File: config.mk
export PLATFORM = sky130hd
export DESIGN_NAME = scaled_texture_blit_top
export DESIGN_NICKNAME = d
export VERILOG_FILES = /design/src/hw/rtl/stb_pkg.sv /design/src/hw/rtl/stb_div.sv /design/src/hw/rtl/stb_ctrl.sv /design/src/hw/rtl/stb_dp.sv /design/src/hw/rtl/scaled_texture_blit_top.sv
export SDC_FILE = /design/constraint.sdc
export NUM_CORES = 2
export LEC_CHECK = 0
export ABC_AREA = 1
export BUFFER_PORTS_ARGS = -buffer_cell sky130_fd_sc_hd__buf_2
export CORE_MARGIN = 3
export CORE_UTILIZATION = 55
export CTS_CLUSTER_SIZE = 14
export DETAILED_ROUTE_END_ITERATION = 12
export GPL_TIMING_DRIVEN = 0
export PLACE_DENSITY = 0.7
export SLEW_MARGIN = 10
export SYNTH_ARGS = -nofsm -noshare
export SYNTH_HDL_FRONTEND = slang
export SYNTH_SLANG_ARGS = --single-unit
File: constraint.sdc
create_clock -name clk -period 14.35 [get_ports clk]
set_clock_uncertainty 0.05 [all_clocks]
set_input_delay 1.435 -clock clk [delete_from_list [all_inputs] [get_ports clk]]
set_output_delay 1.435 -clock clk [all_outputs]
set_load 0.01 [all_outputs]
File: src/hw/rtl/stb_pkg.sv
// stb_pkg: shared types, codes and the clip helper for the scaled texture blitter
// used by stb_ctrl, stb_dp and the top level; depends on nothing else
package stb_pkg;

  // opcodes carried in s_tuser
  localparam logic OP_START = 1'b0;
  localparam logic OP_TEXEL = 1'b1;

  // configuration register indexes
  localparam logic [1:0] REG_FRAME_WIDTH    = 2'd0;
  localparam logic [1:0] REG_FRAME_HEIGHT   = 2'd1;
  localparam logic [1:0] REG_LINE_PITCH     = 2'd2;
  localparam logic [1:0] REG_TEXTURE_STRIDE = 2'd3;

  localparam int IN_W  = 136;
  localparam int OUT_W = 88;

  typedef enum logic [3:0] {
    S_IDLE,
    S_WAIT,
    S_CHECK,
    S_XL,
    S_XR,
    S_YL,
    S_YR,
    S_COMMIT,
    S_AXGO,
    S_AX,
    S_AY,
    S_MUL,
    S_ADDR,
    S_PIXEL,
    S_NEXT,
    S_OUT
  } state_t;

  // which quotient the divider is working on
  typedef enum logic [2:0] {
    DIV_XL,
    DIV_XR,
    DIV_YL,
    DIV_YR,
    DIV_AX,
    DIV_AY
  } div_sel_t;

  typedef struct packed {
    logic     load;
    logic     div_go;
    div_sel_t div_sel;
    logic     commit;
    logic     res_empty;
    logic     pixel;
    logic     res_finish;
    logic     mul;
    logic     res_fetch;
  } cmd_t;

  typedef struct packed {
    logic empty;
    logic div_done;
    logic finished;
  } status_t;

  typedef struct packed {
    logic        empty;
    logic [12:0] org;
    logic [12:0] span;
    logic [12:0] cut_lo;
    logic [12:0] cut_hi;
  } axis_t;

  // clip one axis of the destination against [0, lim)
  function automatic axis_t clip_axis(input logic signed [13:0] pos,
                                      input logic [12:0] len,
                                      input logic [13:0] lim);
    logic signed [15:0] p;
    logic signed [15:0] e;
    logic signed [15:0] lo;
    logic signed [15:0] hi;
    logic signed [15:0] lims;
    logic signed [15:0] d_span;
    logic signed [15:0] d_lo;
    logic signed [15:0] d_hi;
    axis_t r;
    p    = {{2{pos[13]}}, pos};
    lims = {2'b00, lim};
    e    = p + {3'b000, len};
    lo   = p[15] ? 16'sd0 : p;
    hi   = (e > lims) ? lims : e;
    d_span = hi - lo;
    d_lo   = lo - p;
    d_hi   = e - hi;
    r.empty  = (len == 13'd0) || (hi <= lo);
    r.org    = lo[12:0];
    r.span   = d_span[12:0];
    r.cut_lo = d_lo[12:0];
    r.cut_hi = d_hi[12:0];
    return r;
  endfunction

endpackage

File: src/hw/rtl/stb_div.sv
// stb_div: restoring divider, one quotient bit per cycle, 13-bit quotient
// no package use; the caller guarantees the quotient fits in 13 bits
module stb_div (
  input  logic        clk,
  input  logic        rst,
  input  logic        go,
  input  logic [25:0] num,
  input  logic [12:0] den,
  output logic        done,
  output logic [12:0] quo
);

  logic [12:0] rem;
  logic [12:0] dsr;
  logic [3:0]  cnt;
  logic        run;
  logic [13:0] sh;
  logic        take;
  logic [13:0] diff;

  // trial subtract of the shifted remainder
  always_comb begin
    sh   = {rem, quo[12]};
    take = (sh >= {1'b0, dsr});
    diff = sh - {1'b0, dsr};
  end

  // control
  always_ff @(posedge clk) begin
    if (rst) begin
      run  <= 1'b0;
      cnt  <= 4'd0;
      done <= 1'b0;
    end else if (go) begin
      run  <= 1'b1;
      cnt  <= 4'd13;
      done <= 1'b0;
    end else if (run) begin
      cnt  <= cnt - 4'd1;
      done <= (cnt == 4'd1);
      run  <= (cnt != 4'd1);
    end else begin
      done <= 1'b0;
    end
  end

  // payload
  always_ff @(posedge clk) begin
    if (go) begin
      rem <= num[25:13];
      quo <= num[12:0];
      dsr <= den;
    end else if (run) begin
      rem <= take ? diff[12:0] : sh[12:0];
      quo <= {quo[11:0], take};
    end
  end

endmodule

File: src/hw/rtl/stb_ctrl.sv
// stb_ctrl: sequencer of the blitter: handshakes, divide order, result timing
// depends on stb_pkg
module stb_ctrl (
  input  logic             clk,
  input  logic             rst,
  input  logic             s_tvalid,
  input  logic             s_tuser,
  output logic             s_tready,
  output logic             m_tvalid,
  input  logic             m_tready,
  output stb_pkg::cmd_t    cmd,
  input  stb_pkg::status_t stat
);
  import stb_pkg::*;

  state_t state;
  state_t state_next;
  logic   busy;
  logic   busy_next;

  // state register
  always_ff @(posedge clk) begin
    if (rst) begin
      state <= S_IDLE;
      busy  <= 1'b0;
    end else begin
      state <= state_next;
      busy  <= busy_next;
    end
  end

  // next state
  always_comb begin
    state_next = state;
    busy_next  = busy;
    unique case (state)
      S_IDLE, S_WAIT: begin
        if (s_tvalid) begin
          if (s_tuser == OP_START) state_next = S_CHECK;
          else if (state == S_WAIT) state_next = S_PIXEL;
        end
      end
      S_CHECK: begin
        if (stat.empty) begin
          busy_next  = 1'b0;
          state_next = S_OUT;
        end else begin
          state_next = S_XL;
        end
      end
      S_XL:     if (stat.div_done) state_next = S_XR;
      S_XR:     if (stat.div_done) state_next = S_YL;
      S_YL:     if (stat.div_done) state_next = S_YR;
      S_YR:     if (stat.div_done) state_next = S_COMMIT;
      S_COMMIT: state_next = S_AXGO;
      S_AXGO:   state_next = S_AX;
      S_AX:     if (stat.div_done) state_next = S_AY;
      S_AY:     if (stat.div_done) state_next = S_MUL;
      S_MUL:    state_next = S_ADDR;
      S_ADDR: begin
        busy_next  = 1'b1;
        state_next = S_OUT;
      end
      S_PIXEL:  state_next = S_NEXT;
      S_NEXT: begin
        if (stat.finished) begin
          busy_next  = 1'b0;
          state_next = S_OUT;
        end else begin
          state_next = S_AXGO;
        end
      end
      S_OUT:    if (m_tready) state_next = busy ? S_WAIT : S_IDLE;
      default:  state_next = S_IDLE;
    endcase
  end

  // outputs
  always_comb begin
    cmd      = '0;
    s_tready = 1'b0;
    m_tvalid = 1'b0;
    unique case (state)
      S_IDLE, S_WAIT: begin
        s_tready = 1'b1;
        cmd.load = s_tvalid;
      end
      S_CHECK: begin
        cmd.res_empty = stat.empty;
        cmd.div_go    = !stat.empty;
        cmd.div_sel   = DIV_XL;
      end
      S_XL: begin
        cmd.div_go  = stat.div_done;
        cmd.div_sel = DIV_XR;
      end
      S_XR: begin
        cmd.div_go  = stat.div_done;
        cmd.div_sel = DIV_YL;
      end
      S_YL: begin
        cmd.div_go  = stat.div_done;
        cmd.div_sel = DIV_YR;
      end
      S_COMMIT: cmd.commit = 1'b1;
      S_AXGO: begin
        cmd.div_go  = 1'b1;
        cmd.div_sel = DIV_AX;
      end
      S_AX: begin
        cmd.div_go  = stat.div_done;
        cmd.div_sel = DIV_AY;
      end
      S_MUL:    cmd.mul = 1'b1;
      S_ADDR:   cmd.res_fetch = 1'b1;
      S_PIXEL:  cmd.pixel = 1'b1;
      S_NEXT:   cmd.res_finish = stat.finished;
      S_OUT:    m_tvalid = 1'b1;
      default: ;
    endcase
  end

endmodule

File: src/hw/rtl/stb_dp.sv
// stb_dp: blitter datapath: config registers, clip state, counters, divider, result
// depends on stb_pkg and stb_div
module stb_dp #(
  parameter int MAX_FRAME_DIM   = 4096,
  parameter int MAX_TEXTURE_DIM = 4096
) (
  input  logic                    clk,
  input  logic                    rst,
  input  logic                    cfg_we,
  input  logic [1:0]              cfg_addr,
  input  logic [12:0]             cfg_data,
  input  logic [stb_pkg::IN_W-1:0] in_data,
  input  stb_pkg::cmd_t           cmd,
  output stb_pkg::status_t        stat,
  output logic [stb_pkg::OUT_W-1:0] out_data
);
  import stb_pkg::*;

  localparam logic [13:0] FRAME_MAX = 14'(MAX_FRAME_DIM);
  localparam logic [13:0] TEX_MAX   = 14'(MAX_TEXTURE_DIM);

  // configuration
  logic [12:0] frame_width, frame_height, line_pitch, texture_stride;
  always_ff @(posedge clk) begin
    if (rst) begin
      frame_width    <= 13'd1024;
      frame_height   <= 13'd768;
      line_pitch     <= 13'd1024;
      texture_stride <= 13'd1024;
    end else if (cfg_we) begin
      unique case (cfg_addr)
        REG_FRAME_WIDTH:    frame_width    <= cfg_data;
        REG_FRAME_HEIGHT:   frame_height   <= cfg_data;
        REG_LINE_PITCH:     line_pitch     <= cfg_data;
        REG_TEXTURE_STRIDE: texture_stride <= cfg_data;
        default: ;
      endcase
    end
  end

  // captured item
  logic signed [13:0] dx, dy;
  logic [12:0] dw, dh, sw, sh;
  logic [11:0] sx, sy;
  logic [31:0] texel;
  always_ff @(posedge clk) begin
    if (cmd.load) begin
      dx    <= in_data[13:0];
      dy    <= in_data[27:14];
      dw    <= in_data[40:28];
      dh    <= in_data[53:41];
      sx    <= in_data[65:54];
      sy    <= in_data[77:66];
      sw    <= in_data[90:78];
      sh    <= in_data[103:91];
      texel <= in_data[135:104];
    end
  end

  // clip against the frame
  logic [13:0] lim_x, lim_y, stride;
  axis_t ax, ay;
  always_comb begin
    lim_x  = ({1'b0, frame_width}  < FRAME_MAX) ? {1'b0, frame_width}  : FRAME_MAX;
    lim_y  = ({1'b0, frame_height} < FRAME_MAX) ? {1'b0, frame_height} : FRAME_MAX;
    stride = ({1'b0, texture_stride} < TEX_MAX) ? {1'b0, texture_stride} : TEX_MAX;
    ax = clip_axis(dx, dw, lim_x);
    ay = clip_axis(dy, dh, lim_y);
  end

  // blit state
  logic [12:0] ox, oy, cw, ch, rw, rh, col, row;
  logic [13:0] rx, ry;
  logic [12:0] tl_x, tr_x, tl_y, tr_y, qx, qy;
  logic        finished;
  logic [28:0] mul_q;

  // divider operand select
  logic [12:0] fa, fb, den;
  div_sel_t    sel;
  logic        div_done;
  logic [12:0] quo;
  always_comb begin
    unique case (cmd.div_sel)
      DIV_XL:  begin fa = ax.cut_lo; fb = sw; den = dw; end
      DIV_XR:  begin fa = ax.cut_hi; fb = sw; den = dw; end
      DIV_YL:  begin fa = ay.cut_lo; fb = sh; den = dh; end
      DIV_YR:  begin fa = ay.cut_hi; fb = sh; den = dh; end
      DIV_AX:  begin fa = col;       fb = rw; den = cw; end
      DIV_AY:  begin fa = row;       fb = rh; den = ch; end
      default: begin fa = '0;        fb = '0; den = '0; end
    endcase
  end

  stb_div u_div (
    .clk  (clk),
    .rst  (rst),
    .go   (cmd.div_go),
    .num  ({13'd0, fa} * {13'd0, fb}),
    .den  (den),
    .done (div_done),
    .quo  (quo)
  );

  // quotient store
  always_ff @(posedge clk) begin
    if (cmd.div_go) sel <= cmd.div_sel;
    if (div_done) begin
      unique case (sel)
        DIV_XL:  tl_x <= quo;
        DIV_XR:  tr_x <= quo;
        DIV_YL:  tl_y <= quo;
        DIV_YR:  tr_y <= quo;
        DIV_AX:  qx   <= quo;
        DIV_AY:  qy   <= quo;
        default: ;
      endcase
    end
  end

  // pixel position and walk
  logic [13:0] col_inc;
  logic [13:0] px, py;
  logic [13:0] row_inc;
  logic [14:0] sxf, syf;
  always_comb begin
    col_inc = {1'b0, col} + 14'd1;
    row_inc = {1'b0, row} + 14'd1;
    px      = {1'b0, ox} + {1'b0, col};
    py      = {1'b0, oy} + {1'b0, row};
    sxf     = {1'b0, rx} + {2'b00, qx};
    syf     = {1'b0, ry} + {2'b00, qy};
  end

  always_ff @(posedge clk) begin
    if (cmd.commit) begin
      ox  <= ax.org;
      oy  <= ay.org;
      cw  <= ax.span;
      ch  <= ay.span;
      rx  <= {2'b00, sx} + {1'b0, tl_x};
      ry  <= {2'b00, sy} + {1'b0, tl_y};
      rw  <= sw - tl_x - tr_x;
      rh  <= sh - tl_y - tr_y;
      col <= '0;
      row <= '0;
    end else if (cmd.pixel) begin
      if (col_inc >= {1'b0, cw}) begin
        col      <= '0;
        row      <= row_inc[12:0];
        finished <= (row_inc >= {1'b0, ch});
      end else begin
        col      <= col_inc[12:0];
        finished <= 1'b0;
      end
    end
    if (cmd.mul) mul_q <= syf * stride;
  end

  // result register
  logic        r_fetch_valid, r_write_valid, r_done;
  logic [23:0] r_fetch_addr, r_write_addr;
  logic [31:0] r_color;
  logic [26:0] wprod;
  always_comb wprod = py * line_pitch;

  always_ff @(posedge clk) begin
    if (cmd.res_empty || cmd.commit) begin
      r_fetch_valid <= 1'b0;
      r_fetch_addr  <= '0;
      r_write_valid <= 1'b0;
      r_write_addr  <= '0;
      r_color       <= '0;
      r_done        <= cmd.res_empty;
    end else if (cmd.pixel) begin
      r_fetch_valid <= 1'b0;
      r_fetch_addr  <= '0;
      r_write_valid <= 1'b1;
      r_write_addr  <= 24'({13'd0, px} + wprod);
      r_color       <= {texel[31:24], texel[7:0], texel[15:8], texel[23:16]};
      r_done        <= 1'b0;
    end else if (cmd.res_finish) begin
      r_done <= 1'b1;
    end else if (cmd.res_fetch) begin
      r_fetch_valid <= 1'b1;
      r_fetch_addr  <= 24'({14'd0, sxf} + mul_q);
    end
  end

  assign out_data = {5'd0, r_done, r_color, r_write_addr, r_write_valid,
                     r_fetch_addr, r_fetch_valid};

  assign stat.empty    = ax.empty || ay.empty;
  assign stat.div_done = div_done;
  assign stat.finished = finished;

endmodule

File: src/hw/rtl/scaled_texture_blit_top.sv
// scaled_texture_blit_top: nearest-neighbor scaled blitter, stream in and out
// depends on stb_pkg, stb_ctrl, stb_dp (which holds stb_div)
//
//  channel  | signals                      | carries
//  ---------+------------------------------+---------------------------------
//  s_*      | s_tvalid s_tready s_tdata    | start rectangles or one texel
//           | s_tuser                      | opcode
//  m_*      | m_tvalid m_tready m_tdata    | fetch / write / done result
//  cfg_*    | cfg_we cfg_addr cfg_data     | frame and texture registers
//
// one item at a time: a start runs four clip divides, two address divides and a
// multiply; a texel runs two address divides of 13 steps each on the shared
// divider, then the stride multiply.
// a texel with no blit running is taken and dropped with no result.
// s_tready stays low while a result waits on m_tready; reset is synchronous.
module scaled_texture_blit_top #(
  parameter int MAX_FRAME_DIM   = 4096,
  parameter int MAX_TEXTURE_DIM = 4096
) (
  input  logic         clk,
  input  logic         rst,
  input  logic         s_tvalid,
  output logic         s_tready,
  // dest_x, dest_y, dest_w, dest_h, src_x, src_y, src_w, src_h, texel
  input  logic [135:0] s_tdata,
  // opcode
  input  logic         s_tuser,
  output logic         m_tvalid,
  input  logic         m_tready,
  // fetch_valid, fetch_address, write_valid, write_address, write_color,
  // done_res, zero pad
  output logic [87:0]  m_tdata,
  input  logic         cfg_we,
  input  logic [1:0]   cfg_addr,
  input  logic [12:0]  cfg_data
);
  import stb_pkg::*;

  cmd_t    cmd;
  status_t stat;

  stb_ctrl u_ctrl (
    .clk      (clk),
    .rst      (rst),
    .s_tvalid (s_tvalid),
    .s_tuser  (s_tuser),
    .s_tready (s_tready),
    .m_tvalid (m_tvalid),
    .m_tready (m_tready),
    .cmd      (cmd),
    .stat     (stat)
  );

  stb_dp #(
    .MAX_FRAME_DIM   (MAX_FRAME_DIM),
    .MAX_TEXTURE_DIM (MAX_TEXTURE_DIM)
  ) u_dp (
    .clk      (clk),
    .rst      (rst),
    .cfg_we   (cfg_we),
    .cfg_addr (cfg_addr),
    .cfg_data (cfg_data),
    .in_data  (s_tdata),
    .cmd      (cmd),
    .stat     (stat),
    .out_data (m_tdata)
  );

  // no new item while a result is pending
  a_no_overlap: assert property (@(posedge clk) disable iff (rst)
    m_tvalid |-> !s_tready)
    else $error("input taken while result pending");

  // a result is shown once
  a_one_shot: assert property (@(posedge clk) disable iff (rst)
    m_tvalid && m_tready |=> !m_tvalid)
    else $error("result repeated");

  // a finished blit never asks for another texel
  a_done_no_fetch: assert property (@(posedge clk) disable iff (rst)
    m_tvalid |-> !(m_tdata[82] && m_tdata[0]))
    else $error("done with fetch");

endmodule

==> results.cfg <==
[clocking]
clk_latency_ns = 0.66
postCtsSetupBuffers = 0
ctsResizeCount = 0
cts_tree = yes
clock_path_buffers = 3
cts-root-buf = clkbuf_16
cts.clk_slew.worst_paths_ns = 0.06
cts_buffers = 66
hold_buffers = 0
cts.sinks = 559
htreeDepth = 3

[synth]
synth_cells = 5610
synth_ff_type = edfxtp_1
ys_types = 59
yosysTopAreaCell = edfxtp_1
synthTopCellsByArea = edfxtp_1 24%, fa_1 19%, ha_1 11%
ys_seq_area_frac = 0.310
yosys.area_share.adder = 0.299
yosys.area_share.simple = 0.168
synth_edf_count = 388
avgSynthCellArea_um2 = 8.66
ys_ff_latch = 559
synth_compound_area_frac = 0.0911
synth_top_area_frac = 0.240
synth_top_family_by_area = adder cells
async_reset_ff_frac = 0
synthXorXnorAreaFrac = 0.0353
synth_mux_area_frac = 0
synth_area_um2 = 48600
synth_warnings = 0

[worst_hold_path]
hold_depth = 2
worstHoldPathType = reg2reg

[global_route]
grt-ovfl-total = 0
grt_max_degree = 62
grt_pass1_wl_um = 227000
track_usage = 0.329
grt_pass1_vias = 39090
antenna_found_initial = 6

[timing]
finalCritPeriodShare = 0.849
slew_headroom = 0.190
min_period_ns = 12.18
rsz0062_at_grt = no
finalMaxSlewViolations = 0
tightest_slew_ns = 1.21
setup_viol = 0
finalHoldViolCount = 0
fmax_ghz = 0.0821
layout_setup_ws_ns = 2.17

[worst_setup_path]
cp_max_fo = 10
endpoint_kind = flip-flop
cpPeakStageDelay_ns = 0.62
cpMaxStageDelayCell = o21ai_0
critPathRequiredTime_ns = 14.71
rr_worst_depth = 60
cp-start-kind = flip-flop
path_class = reg2reg
worst_path_most_repeated_cell = inv_1
crit_arrival_ns = 12.54

[drt]
first_pass_iters = 9
wl_per_cell_um = 20.9
drcViolationCount = 0
vias_per_cell = 5.53
num_vias = 39526
routed_wl_um = 149000
ant_nets = 0
drt_iter0_markers = 3369

[floorplan]
num_rows = 108
die_w_um = 303
design.die.area_um2 = 91900
core_area_um2 = 87200
initial_utilization = 0.557
io_pins = 247
die_y_um = 303

[finish]
area_growth_pct = 10.6
final_cell_mix = 1210 x nand2_1, 1053 x inv_1, 459 x fa_1
final_common_cell = nand2_1
layout.nets = 6982
drive_above_1_share = 0.0871

[placement]
place_ws_ns = 2.39
place_congestion = 0.988
dp_hpwl_um = 122000
portBuffers = 241

[job]
maxCapViolations = 0

[status]
outcome = complete, no violations
[final timing paths]
kind / from / end / slack (ns)
setup / recovery: u_dp.dw[0] / u_dp.u_div.rem[11] / 2.17
hold / removal: u_dp.r_color[27] / u_dp.r_color[27] / 0.41
setup reg to reg: u_dp.dw[0] / u_dp.u_div.rem[11] / 2.17
hold reg to reg: u_dp.r_color[27] / u_dp.r_color[27] / 0.41
[area by class of cell]
type | count | area [um2]
Buffer | 130 | 623
Sequential cell | 559 | 15100
Multi-Input combinational cell | 3842 | 28900
Timing Repair Buffer | 259 | 1400
Tap cell | 1155 | 1450
Antenna cell | 5 | 12.5
Fill cell | 7638 | 33400
Clock buffer | 77 | 1700
Clock inverter | 42 | 526
Inverter | 1083 | 4070
[per-stage QoR]
stage	utilization	cells	area, um2	hold WS [ns]	TNS (ns)
2_1_floorplan	-	5614	48600	0.379	0
6_report	0.616	7152	53700	0.410	0
3_5_place_dp	0.591	7028	51500	0.400	0
4_1_cts	0.616	7147	53700	0.410	0
5_1_grt	0.616	7150	53700	0.419	0
3_3_place_gp	0.588	7010	51300	0.394	-306.10
[kinds of logic (layout without fill, tap and decap cells)]
family / count (synthesis) / in the layout
adder cells (fa/ha/maj): 884 / 884
AO/OA/AOI/OAI: 783 / 783
AND/OR/NAND/NOR: 1976 / 1976
XOR/XNOR: 194 / 194
flip-flops: 559 / 559
other: 1 / 10
buffers and inverters: 1213 / 1591
[sequential cells by signal, indices dropped and copies added (netlist names), 14 cells and up]
| register | cells |
|---|---|
| u_dp.mul_q | 24 |
| u_dp.r_fetch_addr | 24 |
| u_dp.ry | 14 |
| u_dp.dy | 14 |
| u_dp.dx | 14 |
| u_dp.rx | 14 |
| u_dp.r_write_addr | 24 |
| u_dp.r_color | 32 |
| u_dp.texel | 32 |
[worst max-delay path: cells and delay by family (launching register included)]
family | cells | cell delay [ns]
buffers and inverters | 16 | 1.66
DFF | 1 | 0.50
AOI/OAI and AO/OA | 14 | 3.46
adders and majority gates | 10 | 3.73
xor gates and xnor gates | 2 | 0.45
and+or+nand+nor | 18 | 2.07
[cells in the mapped netlist (7+ instances only)]
master,n
o22ai_1,14
or2_2,30
o21bai_1,22
o21ai_1,14
a21oi_1,364
a21o_1,7
buf_4,14
clkinv_1,24
a31oi_1,19
fa_1,459
nand3_2,14
o21ai_0,224
o211ai_1,9
a221oi_1,10
buf_2,9
ha_1,425
buf_6,9
nand2_1,1210
buf_1,7
xnor2_1,69
nand3b_1,14
dfxtp_1,171
o21a_1,15
nand3_1,156
nor2_1,404
edfxtp_1,388
nand2_2,16
a211oi_1,17
a21boi_0,7
a21oi_2,41
clkbuf_1,91
nand4_1,53
nor3_1,51
inv_1,1053
xor2_1,124
[layer usage]
| layer | wire length, um | GRT usage |
|---|---|---|
| met4 | 9240 | 0.176 |
| met5 | 0 | 0 |
| met3 | 12000 | 0.0566 |
| met1 | 59200 | 0.422 |
| met2 | 68900 | 0.533 |
Power is not shown: default switching activity piles up to over one toggle a cycle in this logic, so the estimate is an artifact.
